**config.mk**
```make
export PLATFORM = sky130hd
export DESIGN_NAME = binary_to_bcd_converter_flat
export DESIGN_NICKNAME = d
export VERILOG_FILES = /design/src/rtl/core/bcd_pkg.sv /design/src/rtl/core/bcd_in_if.sv /design/src/rtl/core/bcd_out_if.sv /design/src/rtl/core/bcd_cell.sv /design/src/rtl/core/binary_to_bcd_converter.sv /design/src/flat_wrapper.sv
export SDC_FILE = /design/constraint.sdc
export NUM_CORES = 1
export LEC_CHECK = 0
export ABC_AREA = 1
export BUFFER_PORTS_ARGS = -buffer_cell sky130_fd_sc_hd__clkbuf_2
export CORE_ASPECT_RATIO = 0.6
export CORE_UTILIZATION = 55
export CTS_CLUSTER_DIAMETER = 100
export CTS_CLUSTER_SIZE = 20
export DETAILED_ROUTE_END_ITERATION = 8
export PLACE_DENSITY = 0.69
export SETUP_SLACK_MARGIN = 0.02
export SLEW_MARGIN = 0
export SYNTH_ARGS = -nofsm -noshare
export SYNTH_HDL_FRONTEND = slang
export SYNTH_HIERARCHICAL = 1
export SYNTH_SLANG_ARGS = --single-unit
```
**constraint.sdc**
```tcl
create_clock -name i_clk -period 18.8 [get_ports i_clk]
set_clock_uncertainty 0.1 [all_clocks]
set_input_delay 2.82 -clock i_clk [delete_from_list [all_inputs] [get_ports i_clk]]
set_output_delay 2.82 -clock i_clk [all_outputs]
set_load 0.01 [all_outputs]
```
**src/rtl/core/bcd_pkg.sv**
```systemverilog
`timescale 1ns / 1ps

package bcd_pkg;

    // Requested number of decimal digits, clamped to the supported range.
    localparam int DIGITS = 8;
    localparam int NDIG   = (DIGITS < 1) ? 1 : ((DIGITS > 8) ? 8 : DIGITS);

    // Datapath widths.
    localparam int DATA_W = 32;
    localparam int BCD_W  = 4 * NDIG;

    // Each cell performs this many shift-and-correct steps per cycle.
    localparam int BITS_PER_CELL = 4;
    localparam int NUM_CELLS     = DATA_W / BITS_PER_CELL;

    // Largest value that fits in NDIG decimal digits.
    function automatic logic [63:0] max_decimal(input int ndig);
        logic [63:0] acc;
        acc = 64'd1;
        for (int i = 0; i < ndig; i++) begin
            acc = acc * 64'd10;
        end
        return acc - 64'd1;
    endfunction

    localparam logic [DATA_W-1:0] LIMIT = DATA_W'(max_decimal(NDIG));

    // Payload carried from cell to cell.
    typedef struct packed {
        logic [DATA_W-1:0] bin;
        logic [BCD_W-1:0]  bcd;
        logic              oor;
    } t_stage;

    // True when every used nibble is a decimal digit and unused nibbles are zero.
    function automatic logic bcd_word_ok(input logic [DATA_W-1:0] word);
        logic ok;
        ok = 1'b1;
        for (int d = 0; d < DATA_W / 4; d++) begin
            if (d < NDIG) begin
                if (word[4*d +: 4] > 4'd9) begin
                    ok = 1'b0;
                end
            end else if (word[4*d +: 4] != 4'd0) begin
                ok = 1'b0;
            end
        end
        return ok;
    endfunction

endpackage

```
**src/rtl/core/bcd_in_if.sv**
```systemverilog
`timescale 1ns / 1ps

interface bcd_in_if
    import bcd_pkg::*;
();
    logic              valid;
    logic              ready;
    logic [DATA_W-1:0] binary_value;

    modport source (output valid, output binary_value, input ready);
    modport sink   (input valid, input binary_value, output ready);
endinterface

```
**src/rtl/core/bcd_out_if.sv**
```systemverilog
`timescale 1ns / 1ps

interface bcd_out_if
    import bcd_pkg::*;
();
    logic              valid;
    logic              ready;
    logic [DATA_W-1:0] bcd_word;
    logic              out_of_range;

    modport source (output valid, output bcd_word, output out_of_range, input ready);
    modport sink   (input valid, input bcd_word, input out_of_range, output ready);
endinterface

```
**src/rtl/core/bcd_cell.sv**
```systemverilog
`timescale 1ns / 1ps

module bcd_cell
    import bcd_pkg::*;
(
    input  logic   i_clk,
    input  logic   i_rst_n,
    input  logic   i_en,
    input  logic   i_valid,
    input  t_stage i_data,
    output logic   o_valid,
    output t_stage o_data
);

    logic                      r_valid;
    t_stage                    r_data;
    t_stage                    n_data;
    logic [BCD_W+DATA_W-1:0]   acc;

    // Shift-and-add-3 steps on the combined digit and binary register.
    // Out-of-range items pass through untouched so the raw value survives.
    always_comb begin
        acc    = {i_data.bcd, i_data.bin};
        n_data = i_data;
        for (int k = 0; k < BITS_PER_CELL; k++) begin
            for (int d = 0; d < NDIG; d++) begin
                if (acc[DATA_W + 4*d +: 4] >= 4'd5) begin
                    acc[DATA_W + 4*d +: 4] = acc[DATA_W + 4*d +: 4] + 4'd3;
                end
            end
            acc = acc << 1;
        end
        if (!i_data.oor) begin
            n_data.bcd = acc[DATA_W +: BCD_W];
            n_data.bin = acc[DATA_W-1:0];
        end
    end

    // Valid bit of this cell.
    always_ff @(posedge i_clk) begin
        if (!i_rst_n) begin
            r_valid <= 1'b0;
        end else if (i_en) begin
            r_valid <= i_valid;
        end
    end

    // Payload register.
    always_ff @(posedge i_clk) begin
        if (i_en) begin
            r_data <= n_data;
        end
    end

    assign o_valid = r_valid;
    assign o_data  = r_data;

endmodule

```
**src/rtl/core/binary_to_bcd_converter.sv**
```systemverilog
`timescale 1ns / 1ps
// Structure: a registered entry stage followed by a chain of NUM_CELLS registered cells.
// Throughput: one transfer per cycle; each cell of the chain performs four
// shift-and-add-3 steps, and the whole chain advances together.
// When the output stalls, the chain holds and input ready drops.
// Reset (synchronous, active low) clears all valid bits; data is not cleared.

module binary_to_bcd_converter
    import bcd_pkg::*;
(
    input  logic         i_clk,
    input  logic         i_rst_n,
    bcd_in_if.sink       i_src,
    bcd_out_if.source    o_res
);

    logic   r_valid0;
    t_stage r_data0;
    logic   w_en;
    logic   w_valid [0:NUM_CELLS];
    t_stage w_data  [0:NUM_CELLS];

    // The chain moves whenever the last cell is empty or being drained.
    assign w_en        = !w_valid[NUM_CELLS] || o_res.ready;
    assign i_src.ready = w_en;

    // Entry stage: capture the value and decide the range.
    always_ff @(posedge i_clk) begin
        if (!i_rst_n) begin
            r_valid0 <= 1'b0;
        end else if (w_en) begin
            r_valid0 <= i_src.valid;
        end
    end

    always_ff @(posedge i_clk) begin
        if (w_en) begin
            r_data0.bin <= i_src.binary_value;
            r_data0.bcd <= '0;
            r_data0.oor <= (i_src.binary_value > LIMIT);
        end
    end

    assign w_valid[0] = r_valid0;
    assign w_data[0]  = r_data0;

    // Row of conversion cells.
    for (genvar c = 0; c < NUM_CELLS; c++) begin : g_cell
        bcd_cell u_cell (
            .i_clk   (i_clk),
            .i_rst_n (i_rst_n),
            .i_en    (w_en),
            .i_valid (w_valid[c]),
            .i_data  (w_data[c]),
            .o_valid (w_valid[c+1]),
            .o_data  (w_data[c+1])
        );
    end

    // Result: packed digits, or the raw value when it did not fit.
    assign o_res.valid        = w_valid[NUM_CELLS];
    assign o_res.out_of_range = w_data[NUM_CELLS].oor;
    assign o_res.bcd_word     = w_data[NUM_CELLS].oor ? w_data[NUM_CELLS].bin
                                                      : DATA_W'(w_data[NUM_CELLS].bcd);

endmodule

```
**src/flat_wrapper.sv**
```systemverilog
// flat-port wrapper written by rule: the top's interface ports become plain ports
module binary_to_bcd_converter_flat import bcd_pkg::*;
  (i_clk, i_rst_n, i_src_valid, i_src_binary_value, i_src_ready, o_res_valid, o_res_bcd_word, o_res_out_of_range, o_res_ready);
  bcd_in_if i_src_i ();
  bcd_out_if o_res_i ();
  input  logic i_clk;
  input  logic i_rst_n;
  input wire logic [$bits(i_src_i.valid)-1:0] i_src_valid;
  input wire logic [$bits(i_src_i.binary_value)-1:0] i_src_binary_value;
  output wire logic [$bits(i_src_i.ready)-1:0] i_src_ready;
  output wire logic [$bits(o_res_i.valid)-1:0] o_res_valid;
  output wire logic [$bits(o_res_i.bcd_word)-1:0] o_res_bcd_word;
  output wire logic [$bits(o_res_i.out_of_range)-1:0] o_res_out_of_range;
  input wire logic [$bits(o_res_i.ready)-1:0] o_res_ready;
  assign i_src_i.valid = i_src_valid;
  assign i_src_i.binary_value = i_src_binary_value;
  assign i_src_ready = i_src_i.ready;
  assign o_res_valid = o_res_i.valid;
  assign o_res_bcd_word = o_res_i.bcd_word;
  assign o_res_out_of_range = o_res_i.out_of_range;
  assign o_res_i.ready = o_res_ready;
  binary_to_bcd_converter u_core (.i_clk(i_clk), .i_rst_n(i_rst_n), .i_src(i_src_i), .o_res(o_res_i));
endmodule
```
==> flow_metrics.tcl <==
set metrics [dict create \
    coreArea_mm2 0.0882 \
    cap_violations 0 \
    drv_slew 0 \
    final_cells 8238 \
    cts_hold_buf 0 \
    cts.path.max_buffers 3 \
    multi_input_area_mm2 0.0285 \
    start_kind "primary input" \
    cp_data_arrival_time_ns 3.69 \
    tritoncts "built" \
    crit_buf_inv 3 \
    grt_remaining_overflow 0 \
    clock-sinks 562 \
    dp.cells 8190 \
    fill_cells 8125 \
    wl_per_cell_um 13.6 \
    pre_cts_ws_ns 12.17 \
    grt_max_degree 169 \
    die_h_um 234 \
    drc_errors 0 \
    port_buffers 70 \
    final_common_cell "nand2_1" \
    critical_path_depth 4 \
    cts_resized 0 \
    period_needed_ns 6.61 \
    critPathMostFrequentCell "clkbuf_2" \
    fin_area_mm2 0.0521 \
    clk_root_buffer_cell "clkbuf_16" \
    drive_above_1_share 0.134 \
    yosysSeqAreaShare 0.341 \
    grt_setup_unrepaired "no" \
    yosys_warnings 6 \
    numCtsBuffers 34 \
    grt_pass1_wl_mm 186 \
    htreeDepth 2 \
    num_rows 84 \
    antenna_found_initial 1 \
    placed_area_mm2 0.0512 \
    postLayoutCoreUtil 0.591 \
    fin_crit_sh 0.352 \
    slew_headroom 0.322 \
    synth_area_per_cell_um2 7.10 \
    r2r_setup_slack_ns 14.46 \
    cts.clk_slew.worst_paths_ns 0.08 \
    dp_hpwl_mm 87.1 \
    die_x_um 388 \
    insertion_delay_ns 0.60 \
    path_max_fanout 56 \
    vias_per_cell 5.25 \
    leakagePower_nw 28.5 \
    hold_path_depth 2 \
    initial_core_util 0.559 \
    pwr_density_cell_mw_per_mm2 146 \
    areaGrowthSynthToFinish_pct 5.78 \
    outcome "completed" \
    peakVddDrop_mv 0.0851 \
    max_stage_delay_ns 0.48 \
    crit_path_end_kind "primary output" \
    tightest_slew_ns 1.02 \
    synth_seq_cells 562 \
    hp-class "reg2reg" \
    crit_slowest_cell "nand2_4" \
    final_hold_viol_count 0 \
    setup_viol 0 \
    cp_top_family "simple AND/OR/NAND/NOR gates" \
    cp.required_ns 15.88 \
    first_pass_iters 9 \
    grt_pass1_vias 38900 \
    syn-cell-area_mm2 0.0493 \
    yosysUniqueCellTypes 36 \
    final-seq-area_mm2 0.0168 \
    timing.fmax_mhz 151 \
    reg2reg_depth 29 \
    io_pins 71 \
    grt_use_total 0.243 \
    syn_inst 6941 \
    layout_common_cells "nand2_1, inv_1, nand3_1, edfxtp_1, nand2_2" \
    critPathKind "in2out" \
    wl_mm 112 \
    ant_nets 0 \
    drtIter0Drc 3764 \
    worst_slack_ns 12.19 \
    setup_tns_ns 0 \
    crit_chain "clkbuf_2, inv_1, nand2_4, clkbuf_2" \
    die-area_mm2 0.0908 \
    cts_setup_buffers 0 \
    fin_nets 7357 \
    vias 43300 \
    place_congestion 0.869 \
    antenna_cells 0 \
]
registers in the layout, indices dropped and copies added, names as in the netlist:
signal                        flops
u_core/g_cell.u_cell/o_data     520
u_core/g_cell.u_cell/o_valid      8
u_core/r_data0                   33
u_core/r_valid0                   1
path summary, 6_finish.rpt:
kind / from / endpoint
worst max-delay path: o_res_ready / i_src_ready
worst min-delay path: u_core/g_cell[3].u_cell/o_valid / u_core/g_cell[4].u_cell/o_valid
worst max register to register: u_core/g_cell[6].u_cell/o_data[25] / u_core/g_cell[7].u_cell/o_data[31]
worst min register to register: u_core/g_cell[3].u_cell/o_valid / u_core/g_cell[4].u_cell/o_valid
through the flow:
step           hold WS [ns]  total power, W
6_report              0.341         0.00759
5_1_grt               0.353         0.00840
4_1_cts               0.345         0.00749
2_1_floorplan         0.320         0.00582
3_3_place_gp          0.330         0.00654
3_5_place_dp          0.331         0.00670
metal layers:
| metal | up-vias | track usage | share of wire |
|---|---|---|---|
| li1 | 22700 | - | - |
| met1 | 19500 | 0.388 | 0.54 |
| met2 | 1002 | 0.350 | 0.38 |
| met3 | 84 | 0.0373 | 0.068 |
| met4 | 2 | 0.0308 | 0.0090 |
| met5 | - | 0 | 0.00012 |
synth_stat cells, drive strengths merged:
| master | instances | area share |
|---|---|---|
| nor2 | 146 | 0.011 |
| nand3 | 841 | 0.11 |
| nand3b | 16 | 0.0024 |
| o22ai | 88 | 0.011 |
| nor3b | 1 | 0.00015 |
| mux2 | 32 | 0.0096 |
| a31o | 8 | 0.0014 |
| nand4 | 210 | 0.027 |
| dfxtp | 9 | 0.0037 |
| a21o | 48 | 0.0073 |
| buf | 28 | 0.0037 |
| xor2 | 24 | 0.0085 |
| conb | 1 | 0.000076 |
| edfxtp | 553 | 0.34 |
| ha | 256 | 0.065 |
| clkbuf | 88 | 0.0067 |
| and2 | 40 | 0.0067 |
| nand2 | 3116 | 0.27 |
| a21oi | 66 | 0.0067 |
| o211ai | 40 | 0.0061 |
| o21bai | 48 | 0.0073 |
| inv | 1033 | 0.079 |
| o21ai | 249 | 0.028 |
final cells by class:
class	instances	share of cell area
Multi-Input combinational cell	5339	0.547
Inverter	1033	0.0744
Clock buffer	43	0.0170
Sequential cell	562	0.322
Tap cell	1161	0.0279
Clock inverter	5	0.00110
Timing Repair Buffer	95	0.0106
report_power, final:
part | switching (W) | internal [W]
clock network | 0.000427 | 0.000338
registers | 0.000124 | 0.00157
logic | 0.00342 | 0.00171
worst reg2reg max path: cells and delay by family (launching register included):
| kind | cells | cell delay [ns] |
|---|---|---|
| adder cells (fa/ha/maj) | 4 | 0.78 |
| AND/OR/NAND/NOR | 19 | 2.15 |
| flip-flops | 1 | 0.45 |
| buffers and inverters | 6 | 0.44 |
kinds of logic after synthesis:
kind of cell | Yosys count | share of synthesized area
DFF | 562 | 0.341
AOI/OAI and AO/OA | 547 | 0.0684
xor gates and xnor gates | 24 | 0.00853
other | 1 | 0.0000761
adders and majority gates | 256 | 0.0650
buffers and inverters | 1149 | 0.0891
muxes | 32 | 0.00960
and+or+nand+nor | 4370 | 0.419
(Power assumes the default switching activity.)
